File: src/rtl/core/c3z_pkg.sv
// ----------------------------------------------------------------------------
// c3z_pkg: shared types and constants for the 3x3 zero-padded convolution
// Field widths, register indexes and the tap word passed to the MAC pipeline.
// ----------------------------------------------------------------------------
package c3z_pkg;

  localparam int C3Z_MAX_WIDTH  = 2048;
  localparam int C3Z_MAX_HEIGHT = 2048;
  localparam int C3Z_COEF_BITS  = 16;

  localparam int PIX_W     = 8;
  localparam int DIM_W     = 12;
  localparam int KROW_W    = 48;
  localparam int SLOT_W    = 16;
  localparam int FILT_W    = 28;
  localparam int TAPS      = 9;
  localparam int CFG_IDX_W = 3;

  // configuration register indexes
  localparam logic [CFG_IDX_W-1:0] CFG_IMAGE_WIDTH   = 3'd0;
  localparam logic [CFG_IDX_W-1:0] CFG_IMAGE_HEIGHT  = 3'd1;
  localparam logic [CFG_IDX_W-1:0] CFG_KERNEL_TOP    = 3'd2;
  localparam logic [CFG_IDX_W-1:0] CFG_KERNEL_MIDDLE = 3'd3;
  localparam logic [CFG_IDX_W-1:0] CFG_KERNEL_BOTTOM = 3'd4;

  localparam logic [DIM_W-1:0]  RST_IMAGE_WIDTH   = 12'd640;
  localparam logic [DIM_W-1:0]  RST_IMAGE_HEIGHT  = 12'd480;
  localparam logic [KROW_W-1:0] RST_KERNEL_TOP    = 48'h0000_0000_0000;
  localparam logic [KROW_W-1:0] RST_KERNEL_MIDDLE = 48'h0000_0100_0000;
  localparam logic [KROW_W-1:0] RST_KERNEL_BOTTOM = 48'h0000_0000_0000;

  typedef logic [TAPS-1:0][PIX_W-1:0] c3z_view_t;

  // one masked 3x3 neighbourhood plus its end-of-frame flag
  typedef struct packed {
    c3z_view_t px;
    logic      last;
  } c3z_tap_t;

  // kernel rows: top, middle, bottom
  typedef logic [2:0][KROW_W-1:0] c3z_kern_t;

endpackage

File: src/rtl/core/c3z_mac.sv
// ----------------------------------------------------------------------------
// c3z_mac: multiply-accumulate pipeline for one 3x3 neighbourhood
// Nine products, three row sums, then the final sum into the output register.
// ----------------------------------------------------------------------------
module c3z_mac
  import c3z_pkg::*;
#(
  parameter int COEF_BITS = C3Z_COEF_BITS
) (
  input  logic                     clk,
  input  logic                     rst_n,
  input  c3z_kern_t                kern,
  input  logic                     tap_valid,
  output logic                     tap_stall,
  input  c3z_tap_t                 tap,
  output logic                     out_valid,
  input  logic                     out_stall,
  output logic signed [FILT_W-1:0] out_filtered,
  output logic                     out_end_of_frame
);

  localparam int PROD_W = COEF_BITS + PIX_W + 1;
  localparam int RSUM_W = PROD_W + 2;
  localparam int SUM_W  = PROD_W + 4;

  logic                            p_v_r;
  logic                            p_last_r;
  logic signed [PROD_W-1:0]        prod_r [TAPS];
  logic signed [PROD_W-1:0]        prod_nxt [TAPS];
  logic                            s_v_r;
  logic                            s_last_r;
  logic signed [RSUM_W-1:0]        rsum_r [3];
  logic signed [RSUM_W-1:0]        rsum_nxt [3];
  logic signed [SUM_W-1:0]         sum_nxt;
  logic                            o_v_r;
  logic                            o_last_r;
  logic signed [FILT_W-1:0]        o_filt_r;
  logic                            o_rdy;
  logic                            s_rdy;
  logic                            p_rdy;

  assign o_rdy     = !o_v_r || !out_stall;
  assign s_rdy     = !s_v_r || o_rdy;
  assign p_rdy     = !p_v_r || s_rdy;
  assign tap_stall = !p_rdy;

  always_comb begin
    logic signed [PIX_W:0]       pxs;
    logic signed [COEF_BITS-1:0] cf;
    for (int i = 0; i < TAPS; i++) begin
      pxs = signed'({1'b0, tap.px[i]});
      cf  = signed'(kern[i / 3][SLOT_W * (i % 3) +: COEF_BITS]);
      prod_nxt[i] = PROD_W'(pxs) * PROD_W'(cf);
    end
  end

  always_comb begin
    for (int r = 0; r < 3; r++) begin
      rsum_nxt[r] = RSUM_W'(prod_r[3 * r]) + RSUM_W'(prod_r[3 * r + 1])
                  + RSUM_W'(prod_r[3 * r + 2]);
    end
    sum_nxt = SUM_W'(rsum_r[0]) + SUM_W'(rsum_r[1]) + SUM_W'(rsum_r[2]);
  end

  always_ff @(posedge clk) begin
    if (!rst_n) begin
      p_v_r <= 1'b0;
      s_v_r <= 1'b0;
      o_v_r <= 1'b0;
    end else begin
      if (p_rdy) p_v_r <= tap_valid;
      if (s_rdy) s_v_r <= p_v_r;
      if (o_rdy) o_v_r <= s_v_r;
    end
  end

  always_ff @(posedge clk) begin
    if (p_rdy && tap_valid) begin
      prod_r   <= prod_nxt;
      p_last_r <= tap.last;
    end
    if (s_rdy && p_v_r) begin
      rsum_r   <= rsum_nxt;
      s_last_r <= p_last_r;
    end
    if (o_rdy && s_v_r) begin
      o_filt_r <= FILT_W'(sum_nxt);
      o_last_r <= s_last_r;
    end
  end

  assign out_valid        = o_v_r;
  assign out_filtered     = o_filt_r;
  assign out_end_of_frame = o_last_r;

endmodule

File: config.mk
export PLATFORM = sky130hd
export DESIGN_NAME = c3z_mac
export DESIGN_NICKNAME = d
export VERILOG_FILES = /design/src/rtl/core/c3z_pkg.sv /design/src/rtl/core/c3z_mac.sv
export SDC_FILE = /design/constraint.sdc
export NUM_CORES = 2
export LEC_CHECK = 0
export BUFFER_PORTS_ARGS = -buffer_cell sky130_fd_sc_hd__buf_2
export CORE_UTILIZATION = 30
export CTS_CLUSTER_DIAMETER = 50
export CTS_CLUSTER_SIZE = 24
export DETAILED_ROUTE_END_ITERATION = 8
export PLACE_DENSITY_LB_ADDON = 0.08
export SLEW_MARGIN = 20
export SYNTH_ARGS = -nofsm -noshare
export SYNTH_HDL_FRONTEND = slang
export SYNTH_SLANG_ARGS = --single-unit
File: constraint.sdc
create_clock -name clk -period 12.15 [get_ports clk]
set_clock_uncertainty 0.1 [all_clocks]
set_input_delay 1.8225 -clock clk [delete_from_list [all_inputs] [get_ports clk]]
set_output_delay 1.8225 -clock clk [all_outputs]
set_load 0.01 [all_outputs]
# Word level (Yosys, flattened, before mapping)
# Cells that the tools add are included.
[op_classes]
n_addsub = 8
reduce_logical = 11
mul = 9
[op_table]
columns = ["cell", "n"]
rows = [
  ["9-bit by 16-bit multiplier with 25-bit output", 9],
  ["26-bit by 25-bit adder with 27-bit output", 3],
  ["25-bit by 25-bit adder with 26-bit output", 3],
  ["27-bit by 27-bit adder with 28-bit output", 1],
  ["28-bit by 27-bit adder with 28-bit output", 1],
  ["1-bit zero test", 5],
  ["1-bit logical AND", 3],
  ["1-bit logical OR", 3],
]
[word_totals]
reg_bits = 340
elab_cells = 47
input_bits = 221
output_inout_bits = 31

# Depth between registers and ports, before layout
[depth]
ltp_word = 5
depth_mapped = 20
depth_no_buf = 19

# Worst setup path before layout
# No wires, ideal clock.
[synth_timing]
path_type = "input to register"
start = "input port out_stall"
end = "register p_last_r, enable pin"
stages = 3
n_path_buf = 0
setup_ps = 842
path_slack_ps = -951
t_required_ps = 11208
t_arrival_ps = 12160
path_cell_list = "and3_1 -> and2_1 -> nor2b_1"
[synth_via]
elab_chain_cells = 5
[synth_rtl]
columns = ["item", "line_no", "rtl"]
rows = [
  ["start: declaration", "c3z_mac.sv:17", "input logic out_stall,"],
  ["1-bit zero test", "c3z_mac.sv:42", "assign o_rdy = !o_v_r || !out_stall;"],
  ["1-bit logical OR", "c3z_mac.sv:42", ""],
  ["1-bit logical OR", "c3z_mac.sv:43", "assign s_rdy = !s_v_r || o_rdy;"],
  ["1-bit logical OR", "c3z_mac.sv:44", "assign p_rdy = !p_v_r || s_rdy;"],
  ["1-bit logical AND", "c3z_mac.sv:78", "if (p_rdy && tap_valid) begin"],
  ["end signal: assignment", "c3z_mac.sv:80", "p_last_r <= tap.last;"],
  ["end: declaration", "c3z_mac.sv:27", "logic p_last_r;"],
]
# Every way passes these cells.
# A chain may end at the register's enable or synchronous reset.

==> impl_metrics.json <==
{
  "status": "finished clean",
  "cpPeakStageDelay_ns": 0.55,
  "cts-resized-gates": 0,
  "synth.net_count": 7803,
  "yosysSeqAreaShare": 0.174,
  "post_route_cells_drive_above_1_share": 0.0617,
  "crit_required_ns": 12.43,
  "fp.dieH_um": 444,
  "worstHoldPathCells": 0,
  "path_class": "in2reg",
  "grt_pass1_wl_um": 246000,
  "rr_worst_depth": 11,
  "synth_warnings": 0,
  "cts_inserted_buffers": 56,
  "clkLatencyLatePin_ns": 0.65,
  "coreArea_um2": 193000,
  "r2r-start": "prod_r[26]$_DFFE_PP_",
  "grt_overflow_total": 0,
  "antenna_found_initial": 21,
  "slew_violations": 0,
  "max_freq_ghz": 0.156,
  "ys.flop_type": "edfxtp_1",
  "postSynthCellCount": 6007,
  "ys_seq_elements": 340,
  "cts_setup_buffers": 0,
  "period_share": 0.526,
  "vias": 39812,
  "grt_setup_unrepaired": "no",
  "yosysTopAreaCell": "fa_1",
  "avgSynthCellArea_um2": 9.74,
  "slowest_stage": "fa_1",
  "hold_viol_final": 0,
  "grt_usage": 0.159,
  "synth_top_area_share": 0.351,
  "path_common_cell": "fa_1",
  "r2r_slack_ns": 8.00,
  "wl_um": 152000,
  "ant_nets": 0,
  "routabilityCongestion": 0.777,
  "finalSetupViolCount": 0,
  "nFillCells": 20049,
  "io-pin-count": 252,
  "hold_class": "reg2reg",
  "synth_commonest_cells": "inv_1 (1405), fa_1 (1024), and2_1 (639), nand2_1 (627), ha_1 (551)",
  "placementRows": 161,
  "grt_pass1_vias": 43015,
  "cap_violations": 0,
  "tightest_slew_ns": 1.03,
  "hpwl_um": 128000,
  "avgViaCountPerCell": 4.51,
  "netlist_area_um2": 58500,
  "drt_pass1_iterations": 5,
  "yosysMostFrequentCell": "inv_1",
  "wl_per_cell_um": 17.2,
  "drt_iter0_markers": 1668,
  "htreeDepth": 2,
  "path_buf_inv": 4,
  "synth_area_leaders": "fa_1 (35%), edfxtp_1 (17%), ha_1 (12%)",
  "crit_family": "adder cells",
  "totalNegativeSetupSlack_ns": 0,
  "ys_async_sr_fraction": 0,
  "crit_path_cell_trace": "buf_2 > nand2_1 > fa_1 > inv_1 > fa_1 > inv_1 > fa_1 > fa_1 > inv_1 > ha_1 > and3_1 > a41oi_1 > a311oi_1 > a2111oi_2 > o31ai_1 > a21oi_1 > o21ai_1 > xor2_1",
  "synth-edff-count": 337,
  "clock-sinks": 340,
  "area_delta_synth_final_pct": 10.5,
  "io_buffer_count": 251,
  "worst_setup_path_end_kind": "flip-flop",
  "die_w_um": 444,
  "reg2reg_to": "rsum_r[23]$_DFFE_PP_",
  "ctsHoldBuffers": 0,
  "start_kind": "input pin",
  "clock-root-buffer": "clkbuf_16",
  "cts_tree": "done",
  "dieArea_um2": 197000,
  "drcViolationCount": 0,
  "critPathMaxFanout": 16,
  "final.min_clock_period_ns": 6.40,
  "clkSlewWorstSetupHoldPaths_ns": 0.06,
  "fin_nets": 8035,
  "slew_headroom": 0.311,
  "hp-start": "p_last_r$_DFFE_PP_",
  "grt_max_degree": 126,
  "cts.path.max_buffers": 3,
  "min_to": "s_last_r$_DFFE_PP_",
  "initial_core_util": 0.303,
  "arrival_ns": 6.68,
  "synth.distinct_cells": 88
}
state kept, by name, indices dropped and copies added, names as in the netlist:
signal / cells
p_last_r: 1
out_valid: 1
out_end_of_frame: 1
s_last_r: 1
p_v_r: 1
s_v_r: 1
out_filtered: 28
rsum_r: 81
prod_r: 225
worst reg2reg max path: cells and delay by family, from the launching register on:
family / cells / cell delay [ns]
buffers and inverters: 1 / 0.06
adder cells (fa/ha/maj): 3 / 1.19
AO/OA/AOI/OAI: 6 / 1.83
AND/OR/NAND/NOR: 1 / 0.16
flip-flops: 1 / 0.53
stage by stage:
stage	utilization	hold slack (ns)	setup slack [ns]	cell area, um^2	instances
finish	0.335	0.321	5.75	64700	8818
global route	0.335	0.340	5.42	64600	8816
CTS	0.335	0.322	5.76	64600	8813
detailed placement	0.324	0.308	5.08	62700	8707
global placement	0.324	0.306	5.13	62700	8707
floorplan	-	0.300	3.47	58500	6007
worst max-delay path by stage:
| stage | depth (start not counted) | slack [ns] | end | startpoint |
|---|---|---|---|---|
| 5_1_grt | 17 | 5.42 | prod_r[24]$_DFFE_PP_ | tap[65] |
| 3_3_place_gp | 18 | 5.13 | prod_r[99]$_DFFE_PP_ | tap[41] |
| 6_report | 18 | 5.75 | prod_r[73]$_DFFE_PP_ | tap[49] |
| 4_1_cts | 18 | 5.76 | prod_r[49]$_DFFE_PP_ | tap[57] |
| 3_5_place_dp | 18 | 5.08 | prod_r[49]$_DFFE_PP_ | tap[57] |
| 2_1_floorplan | 3 | 3.47 | p_last_r$_DFFE_PP_ | out_stall |
layout make-up:
cell class,instances,area [um^2],share of cell area
tap,2526,3160,0.0489
inverter,1405,5270,0.0816
antenna,5,12.5,0.000194
multi-input combinational,4180,42700,0.661
timing repair buffer,256,1310,0.0202
clock inverter,47,556,0.00859
clock buffer,59,1410,0.0218
sequential,340,10200,0.157
placed cells by master, fill, tap and decap left out, drive strengths merged, types with 6 or more instances in the layout:
cell type,instances
a2111oi,6
a211oi,29
a21boi,12
a21o,111
a21oi,200
a311oi,9
a31oi,20
a41oi,6
and2,640
and3,24
buf,256
bufinv,7
clkbuf,59
clkinv,18
edfxtp,337
fa,1024
ha,551
inv,1422
nand2,627
nand2b,32
nand3,41
nand4,23
nor2,146
nor2b,32
nor3,47
o211ai,13
o21a,40
o21ai,112
o21bai,28
o22ai,7
o311ai,9
o31a,8
o31ai,17
o41ai,7
or3,13
xnor2,194
xor2,71
layer usage:
metal	track usage	part of all wire	vias up
met1	0.220	0.48	20116
met5	0	0.00032	-
met2	0.273	0.49	383
met4	0.0267	0.015	8
met3	0.0130	0.019	121
li1	-	-	19184
cells by family after synthesis:
| logic type | share of synthesized area |
|---|---|
| buf+inv | 0.0955 |
| simple gates | 0.143 |
| xor+xnor | 0.0397 |
| fa+ha+maj | 0.468 |
| compound gates | 0.0791 |
| mux | 0.000706 |
| flops | 0.174 |
Power is not shown: default switching activity piles up to over one toggle a cycle in this logic, so the estimate is an artifact.
